$ cat src/hw/rtl/pfx_pkg.sv
// ----------------------------------------------------------------------------
// pfx_pkg: shared types and constants of the printf integer formatter
// Payload structs, the sequencer state type, the digitizer request and
// response groups, ASCII codes and small helper functions.
// ----------------------------------------------------------------------------
package pfx_pkg;

  localparam int BIN_W      = 32;
  localparam int CNT_W      = 5;
  localparam int NUM_DIGITS = 10;
  localparam int DIG_W      = 4 * NUM_DIGITS;
  localparam int ND_W       = 4;
  localparam int ACC_W      = 7;

  localparam logic [ACC_W-1:0] ACC_MAX = 7'd127;

  localparam logic [7:0] CH_NUL   = 8'h00;
  localparam logic [7:0] CH_SPACE = 8'h20;
  localparam logic [7:0] CH_PCT   = 8'h25;
  localparam logic [7:0] CH_MINUS = 8'h2d;
  localparam logic [7:0] CH_DOT   = 8'h2e;
  localparam logic [7:0] CH_ZERO  = 8'h30;
  localparam logic [7:0] CH_NINE  = 8'h39;
  localparam logic [7:0] CH_A     = 8'h61;
  localparam logic [7:0] CH_D     = 8'h64;
  localparam logic [7:0] CH_S     = 8'h73;
  localparam logic [7:0] CH_X     = 8'h78;

  typedef struct packed {
    logic [7:0]       fmt_byte;
    logic [BIN_W-1:0] arg_value;
  } in_item_t;

  typedef struct packed {
    logic [7:0] out_char;
    logic       last;
  } out_item_t;

  typedef enum logic [2:0] {
    S_IDLE,
    S_CONV,
    S_SIZE,
    S_PLACE,
    S_EMIT
  } fmt_state_t;

  typedef struct packed {
    logic             start;
    logic             is_dec;
    logic [BIN_W-1:0] mag;
  } dig_req_t;

  typedef struct packed {
    logic             done;
    logic [DIG_W-1:0] digits;
    logic [ND_W-1:0]  nd;
  } dig_rsp_t;

  function automatic logic [7:0] hex_char(input logic [3:0] nib);
    if (nib < 4'd10) begin
      return CH_ZERO + {4'b0000, nib};
    end
    return CH_A - 8'd10 + {4'b0000, nib};
  endfunction

  // Decimal accumulate with saturation: acc * 10 + d, clipped to ACC_MAX.
  function automatic logic [ACC_W-1:0] acc_digit(input logic [ACC_W-1:0] acc,
                                                  input logic [3:0] d);
    logic [10:0] v;
    v = {1'b0, acc, 3'b000} + {3'b000, acc, 1'b0} + {7'b0000000, d};
    return (v > {4'b0000, ACC_MAX}) ? ACC_MAX : v[ACC_W-1:0];
  endfunction

endpackage

$ cat src/hw/rtl/printf_int_hex_formatter_unit.sv
// ----------------------------------------------------------------------------
// printf_int_hex_formatter_unit: byte-serial printf engine for %d and %x
// Each input transfer carries one format byte and a 32-bit argument. Literal
// bytes are echoed; a spec with width and precision prints the argument as
// signed decimal or lowercase hex, one character per output transfer.
//
// Channels: in_valid/in_stall/in_data and out_valid/out_stall/out_data, a
// transfer happens when valid is high and stall is low. out_data.last marks
// the final character caused by one input byte; at most MAX_OUT characters
// are sent for one conversion.
// Timing: one input byte is handled at a time. A literal goes through S_EMIT
// into the output register. A conversion passes S_CONV, S_SIZE and S_PLACE
// before its first character; for %d, S_CONV waits on a bit-serial converter
// that takes one argument bit per cycle. After that the sequencer emits one
// character per cycle while the output is not stalled, and the next input
// byte is taken the cycle after the final character is loaded.
// Spec bytes that emit nothing leave the sequencer in S_IDLE.
// Reset: rst_n clears the open spec, the sequencer and the output valid bit.
// Stall: a stalled output holds its character and the sequencer waits.
// ----------------------------------------------------------------------------
module printf_int_hex_formatter_unit import pfx_pkg::*; #(
  parameter int MAX_OUT = 64
) (
  input  logic      clk,
  input  logic      rst_n,
  input  logic      in_valid,
  output logic      in_stall,
  input  in_item_t  in_data,
  output logic      out_valid,
  input  logic      out_stall,
  output out_item_t out_data
);

  localparam int LEN_W = $clog2(MAX_OUT + 1);
  localparam logic [7:0] MAX_OUT_B = 8'(MAX_OUT);

  fmt_state_t state_r, state_nxt;

  logic             in_spec_r, in_spec_nxt;
  logic [ACC_W-1:0] fw_r, fw_nxt;
  logic [ACC_W-1:0] prec_r, prec_nxt;
  logic             dot_r, dot_nxt;
  logic             neg_r, neg_nxt;
  logic             zero_r, zero_nxt;
  logic             lit_r, lit_nxt;
  logic [7:0]       byte_r, byte_nxt;
  logic [ND_W-1:0]  nd_r, nd_nxt;
  logic [ACC_W-1:0] body_r, body_nxt;
  logic [7:0]       total_r, total_nxt;
  logic [7:0]       n_r, n_nxt;
  logic [ACC_W-1:0] spaces_r, spaces_nxt;
  logic [7:0]       z0_r, z0_nxt;
  logic [7:0]       d0_r, d0_nxt;
  logic [LEN_W-1:0] len_r, len_nxt;
  logic [LEN_W-1:0] pos_r, pos_nxt;
  logic             out_valid_r, out_valid_nxt;
  out_item_t        out_data_r, out_data_nxt;

  dig_req_t dig_req;
  dig_rsp_t dig_rsp;

  logic             in_fire;
  logic             out_free;
  logic [7:0]       in_byte;
  logic             arg_neg;
  logic [BIN_W-1:0] arg_mag;
  logic [ACC_W-1:0] nd_ext;
  logic [ACC_W-1:0] body_calc;
  logic             fw_gt;
  logic [7:0]       n_calc;
  logic [ACC_W-1:0] spaces_calc;
  logic [7:0]       z0_calc;
  logic [7:0]       d0_calc;
  logic [LEN_W-1:0] len_calc;
  logic [7:0]       pos8;
  logic [7:0]       di_full;
  logic [ND_W-1:0]  di;
  logic [NUM_DIGITS-1:0][3:0] digit_arr;
  logic [7:0]       emit_char;
  logic             is_last;

  pfx_digitizer u_digitizer (
    .clk   (clk),
    .rst_n (rst_n),
    .req   (dig_req),
    .rsp   (dig_rsp)
  );

  assign in_stall  = (state_r != S_IDLE);
  assign in_fire   = in_valid && !in_stall;
  assign out_free  = !out_valid_r || !out_stall;
  assign in_byte   = in_data.fmt_byte;
  assign arg_neg   = (in_byte == CH_D) && in_data.arg_value[BIN_W-1];
  assign arg_mag   = arg_neg ? (BIN_W'(0) - in_data.arg_value) : in_data.arg_value;

  // Field sizing: body is the zero-padded digit run, total adds the sign.
  assign nd_ext    = ACC_W'(dig_rsp.nd);
  assign body_calc = (zero_r && dot_r) ? prec_r : ((prec_r > nd_ext) ? prec_r : nd_ext);

  // Layout of the output: spaces, then sign, then leading zeros, then digits.
  assign fw_gt       = ({1'b0, fw_r} > total_r);
  assign n_calc      = fw_gt ? {1'b0, fw_r} : total_r;
  assign spaces_calc = fw_gt ? ACC_W'({1'b0, fw_r} - total_r) : '0;
  assign z0_calc     = {1'b0, spaces_calc} + {7'b0000000, neg_r};
  assign d0_calc     = (body_r >= ACC_W'(nd_r))
                     ? z0_calc + {1'b0, body_r} - {4'b0000, nd_r} : z0_calc;
  assign len_calc    = (n_calc > MAX_OUT_B) ? LEN_W'(MAX_OUT) : LEN_W'(n_calc);

  // Digits sit at the tail of the layout, so the index counts back from n.
  assign pos8      = 8'(pos_r);
  assign di_full   = n_r - 8'd1 - pos8;
  assign di        = di_full[ND_W-1:0];
  assign digit_arr = dig_rsp.digits;
  assign is_last   = ((pos_r + LEN_W'(1)) == len_r);

  always_comb begin
    if (lit_r) begin
      emit_char = byte_r;
    end else if (pos8 < {1'b0, spaces_r}) begin
      emit_char = CH_SPACE;
    end else if (pos8 < z0_r) begin
      emit_char = CH_MINUS;
    end else if (pos8 < d0_r) begin
      emit_char = CH_ZERO;
    end else if (di < ND_W'(NUM_DIGITS)) begin
      emit_char = hex_char(digit_arr[di]);
    end else begin
      emit_char = CH_ZERO;
    end
  end

  // Next state.
  always_comb begin
    state_nxt = state_r;
    unique case (state_r)
      S_IDLE: begin
        if (in_fire) begin
          if (!in_spec_r) begin
            if (in_byte != CH_PCT && in_byte != CH_NUL) begin
              state_nxt = S_EMIT;
            end
          end else if (in_byte == CH_D || in_byte == CH_X) begin
            state_nxt = S_CONV;
          end
        end
      end
      S_CONV: begin
        if (dig_rsp.done) begin
          state_nxt = S_SIZE;
        end
      end
      S_SIZE:  state_nxt = S_PLACE;
      S_PLACE: state_nxt = (len_calc != '0) ? S_EMIT : S_IDLE;
      S_EMIT: begin
        if (out_free && is_last) begin
          state_nxt = S_IDLE;
        end
      end
      default: state_nxt = S_IDLE;
    endcase
  end

  // Datapath and outputs.
  always_comb begin
    in_spec_nxt   = in_spec_r;
    fw_nxt        = fw_r;
    prec_nxt      = prec_r;
    dot_nxt       = dot_r;
    neg_nxt       = neg_r;
    zero_nxt      = zero_r;
    lit_nxt       = lit_r;
    byte_nxt      = byte_r;
    nd_nxt        = nd_r;
    body_nxt      = body_r;
    total_nxt     = total_r;
    n_nxt         = n_r;
    spaces_nxt    = spaces_r;
    z0_nxt        = z0_r;
    d0_nxt        = d0_r;
    len_nxt       = len_r;
    pos_nxt       = pos_r;
    out_valid_nxt = out_free ? 1'b0 : out_valid_r;
    out_data_nxt  = out_data_r;
    dig_req.start  = 1'b0;
    dig_req.is_dec = (in_byte == CH_D);
    dig_req.mag    = arg_mag;

    unique case (state_r)
      S_IDLE: begin
        if (in_fire) begin
          if (!in_spec_r) begin
            if (in_byte == CH_PCT) begin
              in_spec_nxt = 1'b1;
              fw_nxt      = '0;
              prec_nxt    = '0;
              dot_nxt     = 1'b0;
            end else if (in_byte != CH_NUL) begin
              lit_nxt  = 1'b1;
              byte_nxt = in_byte;
              len_nxt  = LEN_W'(1);
              pos_nxt  = '0;
            end
          end else begin
            priority if (in_byte == CH_NUL || in_byte == CH_S) begin
              in_spec_nxt = 1'b0;
              fw_nxt      = '0;
              prec_nxt    = '0;
              dot_nxt     = 1'b0;
            end else if (in_byte == CH_D || in_byte == CH_X) begin
              dig_req.start = 1'b1;
              neg_nxt       = arg_neg;
              zero_nxt      = (in_data.arg_value == '0);
              lit_nxt       = 1'b0;
              pos_nxt       = '0;
            end else if (in_byte == CH_DOT && !dot_r) begin
              dot_nxt = 1'b1;
            end else if (in_byte >= CH_ZERO && in_byte <= CH_NINE) begin
              if (dot_r) begin
                prec_nxt = acc_digit(prec_r, in_byte[3:0]);
              end else begin
                fw_nxt = acc_digit(fw_r, in_byte[3:0]);
              end
            end else begin
              in_spec_nxt = in_spec_r;
            end
          end
        end
      end
      S_CONV: begin
        nd_nxt = nd_r;
      end
      S_SIZE: begin
        nd_nxt    = dig_rsp.nd;
        body_nxt  = body_calc;
        total_nxt = {1'b0, body_calc} + {7'b0000000, neg_r};
      end
      S_PLACE: begin
        n_nxt       = n_calc;
        spaces_nxt  = spaces_calc;
        z0_nxt      = z0_calc;
        d0_nxt      = d0_calc;
        len_nxt     = len_calc;
        in_spec_nxt = 1'b0;
        fw_nxt      = '0;
        prec_nxt    = '0;
        dot_nxt     = 1'b0;
      end
      S_EMIT: begin
        if (out_free) begin
          out_valid_nxt         = 1'b1;
          out_data_nxt.out_char = emit_char;
          out_data_nxt.last     = is_last;
          pos_nxt               = pos_r + LEN_W'(1);
        end
      end
      default: begin
        pos_nxt = pos_r;
      end
    endcase
  end

  always_ff @(posedge clk) begin
    if (!rst_n) begin
      state_r     <= S_IDLE;
      in_spec_r   <= 1'b0;
      fw_r        <= '0;
      prec_r      <= '0;
      dot_r       <= 1'b0;
      lit_r       <= 1'b0;
      out_valid_r <= 1'b0;
    end else begin
      state_r     <= state_nxt;
      in_spec_r   <= in_spec_nxt;
      fw_r        <= fw_nxt;
      prec_r      <= prec_nxt;
      dot_r       <= dot_nxt;
      lit_r       <= lit_nxt;
      out_valid_r <= out_valid_nxt;
    end
  end

  always_ff @(posedge clk) begin
    neg_r      <= neg_nxt;
    zero_r     <= zero_nxt;
    byte_r     <= byte_nxt;
    nd_r       <= nd_nxt;
    body_r     <= body_nxt;
    total_r    <= total_nxt;
    n_r        <= n_nxt;
    spaces_r   <= spaces_nxt;
    z0_r       <= z0_nxt;
    d0_r       <= d0_nxt;
    len_r      <= len_nxt;
    pos_r      <= pos_nxt;
    out_data_r <= out_data_nxt;
  end

  assign out_valid = out_valid_r;
  assign out_data  = out_data_r;

  // The emit position never runs past the clipped length.
  a_emit_pos: assert property (@(posedge clk) disable iff (!rst_n)
    state_r == S_EMIT |-> pos_r < len_r)
    else $error("emit position beyond length");

  // Digit positions always address one of the converted digits.
  a_digit_idx: assert property (@(posedge clk) disable iff (!rst_n)
    (state_r == S_EMIT && !lit_r && pos8 >= d0_r) |-> di < ND_W'(NUM_DIGITS))
    else $error("digit index out of range");

  // The converter only finishes while the sequencer waits for it.
  a_done_in_conv: assert property (@(posedge clk) disable iff (!rst_n)
    dig_rsp.done |-> state_r == S_CONV)
    else $error("digitizer done outside conversion");

  // A literal echo is always a single-character transfer.
  a_lit_len: assert property (@(posedge clk) disable iff (!rst_n)
    (state_r == S_EMIT && lit_r) |-> len_r == LEN_W'(1))
    else $error("literal echo with wrong length");

endmodule

$ cat src/hw/rtl/pfx_digitizer.sv
// ----------------------------------------------------------------------------
// pfx_digitizer: bit-serial binary to digit converter
// Decimal requests run a shift-and-add-3 conversion, one argument bit per
// cycle, into ten BCD digits. Hex requests load the nibbles directly. The
// response also reports the count of significant digits.
// ----------------------------------------------------------------------------
module pfx_digitizer import pfx_pkg::*; (
  input  logic     clk,
  input  logic     rst_n,
  input  dig_req_t req,
  output dig_rsp_t rsp
);

  localparam logic [CNT_W-1:0] CNT_LAST = CNT_W'(BIN_W - 1);

  logic             busy_r;
  logic             done_r;
  logic [CNT_W-1:0] cnt_r;
  logic [BIN_W-1:0] bin_r;
  logic [DIG_W-1:0] bcd_r;
  logic [DIG_W-1:0] adj;
  logic [ND_W-1:0]  nd;

  // Each BCD digit of 5 or more gets 3 added before the next shift.
  always_comb begin
    for (int i = 0; i < NUM_DIGITS; i++) begin
      adj[i*4 +: 4] = (bcd_r[i*4 +: 4] >= 4'd5) ? bcd_r[i*4 +: 4] + 4'd3
                                                 : bcd_r[i*4 +: 4];
    end
  end

  always_comb begin
    nd = ND_W'(1);
    for (int i = 0; i < NUM_DIGITS; i++) begin
      if (bcd_r[i*4 +: 4] != 4'd0) begin
        nd = ND_W'(i + 1);
      end
    end
  end

  always_ff @(posedge clk) begin
    if (!rst_n) begin
      busy_r <= 1'b0;
      done_r <= 1'b0;
      cnt_r  <= '0;
    end else begin
      done_r <= 1'b0;
      if (req.start) begin
        busy_r <= req.is_dec;
        done_r <= !req.is_dec;
        cnt_r  <= '0;
      end else if (busy_r) begin
        cnt_r <= cnt_r + CNT_W'(1);
        if (cnt_r == CNT_LAST) begin
          busy_r <= 1'b0;
          done_r <= 1'b1;
        end
      end
    end
  end

  always_ff @(posedge clk) begin
    if (req.start) begin
      bin_r <= req.mag;
      bcd_r <= req.is_dec ? '0 : {{(DIG_W - BIN_W){1'b0}}, req.mag};
    end else if (busy_r) begin
      bcd_r <= {adj[DIG_W-2:0], bin_r[BIN_W-1]};
      bin_r <= {bin_r[BIN_W-2:0], 1'b0};
    end
  end

  assign rsp.done   = done_r;
  assign rsp.digits = bcd_r;
  assign rsp.nd     = nd;

endmodule

$ cat config.mk
export PLATFORM = sky130hd
export DESIGN_NAME = printf_int_hex_formatter_unit
export DESIGN_NICKNAME = d
export VERILOG_FILES = /design/src/hw/rtl/pfx_pkg.sv /design/src/hw/rtl/printf_int_hex_formatter_unit.sv /design/src/hw/rtl/pfx_digitizer.sv
export SDC_FILE = /design/constraint.sdc
export NUM_CORES = 1
export LEC_CHECK = 0
export BUFFER_PORTS_ARGS = -buffer_cell sky130_fd_sc_hd__buf_4
export CORE_AREA = 2 2 177 179
export DETAILED_ROUTE_END_ITERATION = 6
export DIE_AREA = 0 0 179 181
export PLACE_DENSITY = 0.59
export RECOVER_POWER = 50
export SLEW_MARGIN = 20
export SYNTH_ARGS = -nofsm -noshare
export SYNTH_HDL_FRONTEND = slang
export SYNTH_SLANG_ARGS = --single-unit
$ cat constraint.sdc
create_clock -name clk -period 4.1 [get_ports clk]
set_input_delay 0.82 -clock clk [delete_from_list [all_inputs] [get_ports clk]]
set_output_delay 0.82 -clock clk [all_outputs]
set_load 0.02 [all_outputs]
==> results of run 1 <==
-- per-layer routing --
metal,up-vias,routed length (µm),part of all wire
met3,22,1268,0.043
li1,4514,-,-
met5,-,0,0
met4,0,393,0.013
met2,174,13230,0.45
met1,4344,14410,0.49
-- final timing paths --
check | from | to | slack [ns] | depth (start not counted)
hold reg to reg | u_digitizer.cnt_r[4]$_SDFFE_PP0P_ | u_digitizer.cnt_r[4]$_SDFFE_PP0P_ | 0.50 | 2
setup reg to reg | total_r[0]$_DFFE_PP_ | d0_r[7]$_DFFE_PP_ | 0.04 | 16
setup / recovery | total_r[0]$_DFFE_PP_ | d0_r[7]$_DFFE_PP_ | 0.04 | 16
hold / removal | u_digitizer.cnt_r[4]$_SDFFE_PP0P_ | u_digitizer.cnt_r[4]$_SDFFE_PP0P_ | 0.50 | 2
-- placed cells by master (no fill, tap or decap), types with 11 or more instances in the layout --
master / n
a21o_1: 14
a21oi_1: 60
a22o_1: 17
and3_1: 12
buf_4: 89
clkbuf_1: 23
clkbuf_16: 17
dfxtp_1: 27
edfxtp_1: 151
ha_1: 95
inv_1: 112
mux2i_1: 16
nand2_1: 87
nand2b_1: 29
nand3_1: 41
nor2_1: 81
nor3_1: 25
nor3b_1: 15
o21ai_0: 86
or2_2: 11
xnor2_1: 40
xor2_1: 48
-- power by group --
group | switching, W | total, W | internal [W]
sequential | 0.0000584 | 0.00209 | 0.00204
clock | 0.000724 | 0.00170 | 0.000976
combinational | 0.000495 | 0.000868 | 0.000372
total | 0.00128 | 0.00466 | 0.00339
-- logic make-up after synthesis --
logic type,Yosys count,share of synthesized area
and+or+nand+nor,371,0.1615
xor gates and xnor gates,91,0.06688
buffers and inverters,154,0.04930
AOI/OAI and AO/OA,263,0.1407
adders and majority gates,112,0.1227
muxes,31,0.03526
DFF,179,0.4235
-- flip-flops by register name, summed over array words and instances, names as in the netlist, 4 cells and up, named ones only --
register and count:
nd_r 4, z0_r 8, body_r 7, len_r 7, pos_r 7, fw_r 7
n_r 4, out_data 9, spaces_r 7, total_r 8, byte_r 8, u_digitizer.bcd_r 40
u_digitizer.bin_r 32, d0_r 8, prec_r 7, u_digitizer.cnt_r 5
-- cell usage after synthesis, types with 14 or more instances --
cell type / instances / area share
nand2_1: 87 / 0.027
a21oi_1: 64 / 0.027
o21ai_0: 86 / 0.036
dfxtp_1: 28 / 0.047
nand3_1: 42 / 0.017
a21o_1: 14 / 0.0087
a22o_1: 17 / 0.012
ha_1: 102 / 0.11
nor3b_1: 17 / 0.011
xnor2_1: 42 / 0.031
nand2b_1: 30 / 0.016
clkbuf_1: 30 / 0.0094
xor2_1: 48 / 0.035
nor3_1: 26 / 0.011
edfxtp_1: 151 / 0.38
nor2_1: 83 / 0.026
mux2i_1: 16 / 0.013
inv_1: 117 / 0.037
-- critical path: stages (launching register included) --
cell,delay (ns)
edfxtp_1,0.43
ha_4,0.29
nand4_1,0.18
or2_4,0.33
a22oi_4,0.20
nor2_4,0.07
ha_4,0.17
ha_4,0.24
fa_1,0.45
ha_1,0.29
a21o_1,0.17
a21oi_2,0.20
o21bai_4,0.10
a2111oi_4,0.33
nor3_2,0.09
mux2i_1,0.14
xnor2_1,0.12
-- area by class of cell --
| class | instances | area share |
|---|---|---|
| multi-input cells | 868 | 0.4702 |
| flip-flops and latches | 179 | 0.3635 |
| repair buffers | 113 | 0.05640 |
| well taps | 396 | 0.03534 |
| clock buffers | 19 | 0.03159 |
| inverters | 118 | 0.03159 |
| clock inverters | 13 | 0.01107 |
| diodes | 2 | 0.0003570 |
-- stage by stage --
stage | setup slack (ns) | util | TNS, ns
after global routing | -0.1229 | 0.4620 | -0.2531
after detailed placement | -0.1463 | 0.4382 | -0.1463
after floorplan | 0.006304 | - | 0
after CTS | -0.001679 | 0.4593 | -0.001679
final | 0.04002 | 0.4620 | 0
after global placement | -0.02394 | 0.4382 | -0.02394
-- what timing repair did --
action                     in CTS  in global routing
cloned                          0                  0
pin swaps                      10                 12
setup buffers                   2                  3
setup endpoints to repair       2                  5
hold buffers                    0                  0
gates resized for setup         6                 25
==> results.ini, run 1 <==
[synthesis]
ys_warn_count = 0
synth-edff-count = 151
synth_fp_nets = 1357
ys_seq_area_frac = 0.4235
synth_area_um2 = 12030
avgSynthCellArea_um2 = 10.02
yosysUniqueCellTypes = 80
synth_cells = 1201
synth-seq-cells = 179
synth_flop_cell = edfxtp_1
async_reset_ff_frac = 0

[grt]
met1_usage = 0.2707
grtUsageTotal = 0.1839
grt_pass1_vias = 8778
top_usage_layer = met2
antenna_found_initial = 3
gr-total-overflow = 0
grt_use_met3 = 0.02736
grt_max_degree = 67
met2_usage = 0.2809
grt_pass1_wl_mm = 46.66

[finish]
fin_cells = 1708
n_fill_cell = 2832
final_cell_area_um2 = 14020
seq_area_um2 = 5096
nNetsFinal = 1453
syn2layout_area_growth_pct = 16.56
drive_gt1_frac = 0.1595
multi_input_area_um2 = 6593

[clock_network]
cts_made_buffers = 17
tritoncts_num_sinks = 179
clock_latency_ns = 0.43
clk_pin_slew_ns = 0.07
htreeDepth = 4
clockBufferDepth = 2
cts_root_buf = clkbuf_16
cts_tree = yes

[die]
core-area_um2 = 30350
chipHeight_um = 181
die_area_um2 = 32400
die_w_um = 179
start_util = 0.3964
ios = 55
rows = 64

[drt]
vias = 9054
firstDrtPassIters = 5
wirelength_mm = 29.30
drt-initial-drc-count = 759
ant_nets = 0
drc = 0
routed_via_density = 5.301
wire_per_inst_um = 17.15

[critical_path]
crit_arrival_ns = 4.22
critPathKind = reg -> reg
worst-endpoint-required_ns = 4.26
critPathCaptureType = flip-flop
startpoint_type = flip-flop
path_max_fanout = 4

[place]
post-dp-hpwl_mm = 22.64
dpl_cell_area_um2 = 13300
numPortBuffers = 54
gp_congestion = 0.8337
dp.cells = 1669

[sta]
slew_viol_final = 0
finalHoldViolCount = 0
whs_ns = 0.5044
finClkSkew_ns = 0.009914
period_share = 0.9902
finalCriticalPeriod_ns = 4.060
worst_slew_pin_slew_ns = 1.304
fmax_mhz = 246.3
setup_viol = 0
relSlewSlack = 0.1309
rsz0062_at_grt = true

[pwr]
p_leak_nw = 5.668
total_power_w = 0.004663
p_per_area_nw_per_um2 = 332.6
peakVddDrop_mv = 0.2598

[min_path]
hold_class = reg -> reg

[run_status]
outcome = finished clean

[job]
max_cap_viol_count = 0

Power figures use the tool's default switching activity.
==> run 2, diff against run 1 <==
--- a/config.mk
+++ b/config.mk
@@ -6,11 +6,15 @@
 export NUM_CORES = 1
 export LEC_CHECK = 0
 export BUFFER_PORTS_ARGS = -buffer_cell sky130_fd_sc_hd__buf_4
-export CORE_AREA = 2 2 177 179
+export CELL_PAD_IN_SITES_DETAIL_PLACEMENT = 0
+export CELL_PAD_IN_SITES_GLOBAL_PLACEMENT = 2
+export CORE_AREA = 2 2 181 183
+export CTS_BUF_LIST = sky130_fd_sc_hd__clkbuf_8
 export DETAILED_ROUTE_END_ITERATION = 6
-export DIE_AREA = 0 0 179 181
-export PLACE_DENSITY = 0.59
+export DIE_AREA = 0 0 183 185
+export PLACE_DENSITY = 0.8
 export RECOVER_POWER = 50
+export REMOVE_ABC_BUFFERS = 1
 export SLEW_MARGIN = 20
 export SYNTH_ARGS = -nofsm -noshare
 export SYNTH_HDL_FRONTEND = slang
==> run 2 against run 1 <==
Compared with the run above:
- final area decreased by 0.42%
- global-route usage shrank 0.20 points
- sequential share of layout area up 0.15 points
- critical path depth rose by 2
- sequential power about the same
- non-clock buffer count grew 23
- routed wire length rose by 2.4%
- final cell count is 1.9% higher
- clock skew up 0.0099 ns
- critical endpoint unchanged
- largest cell class unchanged
==> results.ini, run 2 (same netlist as run 1, synthesis figures left out) <==
[finish]
largest-register = u_digitizer.bcd_r
multi_input_area_um2 = 6553  ; -0.61%
final_cell_mix = edfxtp_1, inv_1, buf_4, ha_1, nand2_1
drive_gt1_frac = 0.1755  ; +0.01600
final_cell_area_um2 = 13960  ; -0.42%
antenna_cells = 0  ; -2
n_fill_cell = 3104  ; +9.6%
nNetsFinal = 1476  ; +1.6%
syn2layout_area_growth_pct = 16.07
largest_reg_flops = 40  ; unchanged
mostFrequentLayoutCell = edfxtp_1
seq_area_um2 = 5096  ; unchanged

[die]
start_util = 0.3754  ; -0.02093
core-area_um2 = 32040  ; +5.6%
chipHeight_um = 185  ; +2.2%
rows = 66  ; +3.1%
die_area_um2 = 33860  ; +4.5%
die_w_um = 183  ; +2.2%
ios = 55  ; unchanged

[clock_network]
cts_root_buf = clkbuf_8
clock_latency_ns = 0.49  ; +0.06 ns
htreeDepth = 4  ; unchanged
clockBufferDepth = 2  ; unchanged
cts_tree = yes
cts_made_buffers = 17  ; unchanged
clk_pin_slew_ns = 0.09  ; +0.02 ns
tritoncts_num_sinks = 179  ; unchanged

[sta]
finalHoldViolCount = 0  ; unchanged
finClkSkew_ns = 0.01976  ; +0.009850 ns
fmax_mhz = 246.2  ; about the same
slew_viol_final = 0  ; unchanged
setup_viol = 0  ; unchanged
period_share = 0.9907  ; about the same
finalCriticalPeriod_ns = 4.062  ; +0.001713 ns
rsz0062_at_grt = true
worst_slew_pin_slew_ns = 0.9770  ; -0.3267 ns
whs_ns = 0.5035  ; -0.0009580 ns
relSlewSlack = 0.3487  ; +0.2178

[critical_path]
startpoint = total_r[0]$_DFFE_PP_
crit_arrival_ns = 4.28  ; +0.06 ns
startpoint_type = flip-flop
worst-endpoint-required_ns = 4.32  ; +0.06 ns
rr_startpoint = total_r[0]$_DFFE_PP_
critPathCaptureType = flip-flop
critPathKind = reg -> reg
path_max_fanout = 4  ; unchanged

[drt]
wirelength_mm = 30.00  ; +2.4%
wire_per_inst_um = 17.23  ; +0.47%
routed_via_density = 5.198  ; -1.9%
vias = 9049  ; -0.055%
ant_nets = 0  ; unchanged
drc = 0  ; unchanged
drt-initial-drc-count = 492  ; -35%
firstDrtPassIters = 6  ; +1

[run_status]
outcome = finished clean

[place]
numPortBuffers = 54  ; unchanged
gp_congestion = 0.8315  ; -0.26%
post-dp-hpwl_mm = 23.40  ; +3.4%
dpl_cell_area_um2 = 13410  ; +0.80%

[min_path]
hp-start = byte_r[5]$_DFFE_PP_
hold_class = reg -> reg

[grt]
grt_pass1_vias = 8802  ; +0.27%
grt_max_degree = 41  ; -39%
antenna_found_initial = 0  ; -3
grtUsageTotal = 0.1819  ; -0.001958
gr-total-overflow = 0  ; unchanged
grt_pass1_wl_mm = 47.74  ; +2.3%

[pwr]
p_per_area_nw_per_um2 = 305.1  ; -8.3%
p_leak_nw = 5.710  ; +0.75%
peakVddDrop_mv = 0.1849  ; -29%

[job]
max_cap_viol_count = 0  ; unchanged

[run 2: cell types whose count changed in the layout (fill, tap and decap cells not counted), sizes merged]
| cell | change |
|---|---|
| buf | +25 |
| bufinv | -1 |
| clkbuf | -3 |
| clkinv | -1 |
| clkinvlp | -1 |
| diode | -2 |
| inv | +4 |
[run 2: final timing paths]
check / endpoint / slack, ns / depth (start not counted)
max: d0_r[7]$_DFFE_PP_ / 0.04 / 18
min: out_data[6]$_DFFE_PP_ / 0.50 / 1
max reg2reg: d0_r[7]$_DFFE_PP_ / 0.04 / 18
min reg2reg: out_data[6]$_DFFE_PP_ / 0.50 / 1
[run 2: critical path: stages, from the launching register on]
cell       delay (ns)
edfxtp_1         0.41
ha_4             0.15
inv_2            0.04
fa_2             0.38
a21oi_4          0.19
o21ai_4          0.09
a22oi_4          0.17
nor2_2           0.06
ha_2             0.19
ha_4             0.27
fa_1             0.43
ha_1             0.31
a21o_1           0.19
a21oi_2          0.15
o21bai_2         0.11
a2111oi_4        0.32
nor3_2           0.09
mux2i_1          0.13
xnor2_1          0.12
[run 2: repair_timing]
action / in CTS / in global routing
hold buffers: 0 / 0
pin swaps: 3 / 13
endpoints found under the setup margin: 3 / 9
setup buffers: 1 / 4
gates resized for setup: 8 / 36
[run 2: where the power goes]
group,total [W],internal (W),switching [W]
sequential,0.00209,0.00203,0.0000571
clock,0.00126,0.000566,0.000695
combinational,0.000907,0.000386,0.000521
total,0.00426,0.00299,0.00127
[run 2: cell type report]
type | instances | share of cell area
Sequential cell | 179 | 0.3650
Clock inverter | 14 | 0.01075
Clock buffer | 18 | 0.01774
Tap cell | 408 | 0.03656
Multi-Input combinational cell | 868 | 0.4693
Inverter | 118 | 0.03172
Timing Repair Buffer | 136 | 0.06891
[run 2: routing by layer]
layer  wire length, µm  vias up  global-route usage
met5                 0        -                   0
met2             14260      136              0.3059
met1             14310     4329              0.2449
met4               431        0             0.04672
met3              1001       24             0.02890
li1                  -     4560                   -
[run 2: metrics by stage]
stage          setup slack, ns    util  setup TNS (ns)  instances  total power (W)
4_1_cts               0.002391  0.4323               0       1737         0.004326
3_5_place_dp           -0.2611  0.4184         -0.3316       1704         0.003059
3_3_place_gp           -0.2061  0.4184         -0.2061       1704         0.003051
2_1_floorplan          -0.2325       -          -9.284       1165         0.002723
5_1_grt                -0.1304  0.4358         -0.2190       1741         0.004459
6_report               0.03831  0.4358               0       1741         0.004260
==> run 3, diff against run 2 <==
--- a/config.mk
+++ b/config.mk
@@ -8,10 +8,10 @@
 export BUFFER_PORTS_ARGS = -buffer_cell sky130_fd_sc_hd__buf_4
 export CELL_PAD_IN_SITES_DETAIL_PLACEMENT = 0
 export CELL_PAD_IN_SITES_GLOBAL_PLACEMENT = 2
-export CORE_AREA = 2 2 181 183
+export CORE_AREA = 2 2 177 179
 export CTS_BUF_LIST = sky130_fd_sc_hd__clkbuf_8
 export DETAILED_ROUTE_END_ITERATION = 6
-export DIE_AREA = 0 0 183 185
+export DIE_AREA = 0 0 179 181
 export PLACE_DENSITY = 0.8
 export RECOVER_POWER = 50
 export REMOVE_ABC_BUFFERS = 1
==> constraint.sdc (replaced) <==
create_clock -name clk -period 4.5 [get_ports clk]
set_input_delay 0.9 -clock clk [delete_from_list [all_inputs] [get_ports clk]]
set_output_delay 0.9 -clock clk [all_outputs]
set_load 0.02 [all_outputs]
==> run 3 against run 2 <==
Compared with the run above:
- the run now ends with capacitance limit, slew limit left
- combinational power decreased by 15%
- sequential share of layout area grew 1.6 points
- final area down 4.2%
- hold slack gained 0.012 ns
- largest power group unchanged
- first-iteration DRC count is 20% higher
- sequential power fell by 9%
- worst setup slack gained 0.18 ns
- critical path type unchanged
- highest routed layer unchanged
==> results.ini, run 3 (same netlist as run 1, synthesis figures left out) <==
[die]
core-area_um2 = 30350  ; -5.3%
chipHeight_um = 181  ; -2.2%
ios = 55  ; unchanged
rows = 64  ; -3.0%
start_util = 0.3964  ; +0.02093
die_w_um = 179  ; -2.2%
die_area_um2 = 32400  ; -4.3%

[critical_path]
rr_startpoint = total_r[6]$_DFFE_PP_
reg2regPathDepth = 17  ; -1
reg2reg_to = d0_r[7]$_DFFE_PP_
critPathKind = reg -> reg
startpoint = total_r[6]$_DFFE_PP_
critPathCaptureType = flip-flop
startpoint_type = flip-flop
crit_arrival_ns = 4.52  ; +0.24 ns
r2r_slack_ns = 0.22  ; +0.18 ns
path_max_fanout = 8  ; +4
worst-endpoint-required_ns = 4.74  ; +0.42 ns

[run_status]
outcome = finished, violations left
violations = capacitance limit, slew limit

[min_path]
hp-start = u_digitizer.cnt_r[4]$_SDFFE_PP0P_
hold_path_depth = 2  ; +1
hold_class = reg -> reg
min_to = u_digitizer.cnt_r[4]$_SDFFE_PP0P_

[finish]
largest_reg_flops = 40  ; unchanged
nNetsFinal = 1418  ; -3.9%
mostFrequentLayoutCell = edfxtp_1
post-route-util = 0.4406  ; +0.004871
largest-register = u_digitizer.bcd_r
drive_gt1_frac = 0.1184  ; -0.05711
syn2layout_area_growth_pct = 11.17
n_fill_cell = 2940  ; -5.3%
final_cell_mix = edfxtp_1, inv_1, ha_1, nand2_1, o21ai_0

[pwr]
p_per_area_nw_per_um2 = 288.7  ; -5.4%
total_power_w = 0.003861  ; -9.4%
peakVddDrop_mv = 0.1656  ; -10%
p_leak_nw = 5.388  ; -5.6%

[clock_network]
clockBufferDepth = 2  ; unchanged
tritoncts_num_sinks = 179  ; unchanged
post_cts_buffers = 0  ; -1
clk_pin_slew_ns = 0.12  ; +0.03 ns
htreeDepth = 4  ; unchanged
cts_made_buffers = 17  ; unchanged
cts_root_buf = clkbuf_8
cts_hold_buf = 0  ; unchanged
cts_tree = yes
clock_latency_ns = 0.49  ; about the same

[place]
numPortBuffers = 54  ; unchanged
gp_congestion = 0.8462  ; +1.8%
pre_cts_ws_ns = 0.06232  ; +0.3235 ns
post-dp-hpwl_mm = 22.33  ; -4.6%

[drt]
vias = 8862  ; -2.1%
wire_per_inst_um = 17.35  ; +0.68%
wirelength_mm = 29.01  ; -3.3%
drc = 0  ; unchanged
drt-initial-drc-count = 589  ; +20%
ant_nets = 0  ; unchanged
routed_via_density = 5.300  ; +2.0%
firstDrtPassIters = 4  ; -2

[sta]
setup_viol = 0  ; unchanged
slew_viol_final = 33  ; +33
worst_slew_pin_slew_ns = 1.721  ; +0.7436 ns
period_share = 0.9519  ; -0.03873
fmax_mhz = 233.4  ; -5.2%
relSlewSlack = -0.1471  ; -0.4957
finalHoldViolCount = 0  ; unchanged
setup_slack_ns = 0.2163  ; +0.1780 ns
finalCriticalPeriod_ns = 4.284  ; +0.2220 ns
finClkSkew_ns = 0.02948  ; +0.009712 ns

[grt]
grt_max_degree = 67  ; +63%
grt_pass1_wl_mm = 47.04  ; -1.5%
antenna_found_initial = 1  ; +1
grt_pass1_vias = 8561  ; -2.7%
gr-total-overflow = 0  ; unchanged
grtUsageTotal = 0.1862  ; +0.004277

[job]
max_cap_viol_count = 1  ; +1

-- run 3: critical path, cell delays in order, from the launching register on --
cell       delay [ns]
edfxtp_1         0.37
inv_1            0.08
ha_2             0.32
and4b_2          0.31
and2_1           0.19
a22oi_4          0.16
nor2_1           0.08
ha_1             0.20
ha_1             0.31
fa_1             0.46
ha_1             0.31
a21o_1           0.19
a21oi_2          0.19
o21bai_2         0.10
a2111oi_2        0.38
nor3_1           0.12
mux2i_1          0.15
xnor2_1          0.13
-- run 3: where the power goes --
group | internal, W | switching, W
Combinational | 0.000332 | 0.000442
Sequential | 0.00185 | 0.0000581
Clock | 0.000477 | 0.000698
Total | 0.00266 | 0.00120
-- run 3: worst max-delay path by stage --
stage / cells after the start / end
floorplan: 19 / d0_r[7]$_DFFE_PP_
global placement: 19 / d0_r[7]$_DFFE_PP_
detailed placement: 19 / d0_r[7]$_DFFE_PP_
CTS: 19 / d0_r[7]$_DFFE_PP_
global route: 17 / d0_r[7]$_DFFE_PP_
finish: 17 / d0_r[7]$_DFFE_PP_
-- run 3: what timing repair did --
action                                 in CTS  in global routing
setup endpoints to repair                   0                  4
endpoints found under the hold margin       0                  0
gates resized for setup                     0                 11
-- run 3: final cells by class --
type / instances / area, µm² / area share
antenna: 1 / 2.502 / 0.0001871
clock buffer: 17 / 234.0 / 0.01750
clock inverter: 15 / 187.7 / 0.01403
inverter: 118 / 442.9 / 0.03312
multi-input combinational: 868 / 6387 / 0.4776
sequential: 179 / 5095 / 0.3810
tap: 396 / 495.5 / 0.03705
timing repair buffer: 78 / 528.0 / 0.03948
-- run 3: per-stage QoR --
stage | instances | setup TNS (ns) | hold WS [ns] | area (µm²)
global placement | 1639 | 0 | 0.4790 | 13010
finish | 1672 | 0 | 0.5153 | 13370
floorplan | 1165 | 0 | 0.4672 | 11880
global route | 1672 | -0.08853 | 0.5603 | 13370
detailed placement | 1639 | 0 | 0.4937 | 13010
CTS | 1671 | 0 | 0.5253 | 13430
-- run 3: metal layers --
layer | vias to the layer above | share of wire | GRT usage
met3 | 23 | 0.031 | 0.02841
met5 | - | 0 | 0
li1 | 4445 | - | -
met4 | 0 | 0.016 | 0.04911
met1 | 4251 | 0.52 | 0.2833
met2 | 143 | 0.44 | 0.2734
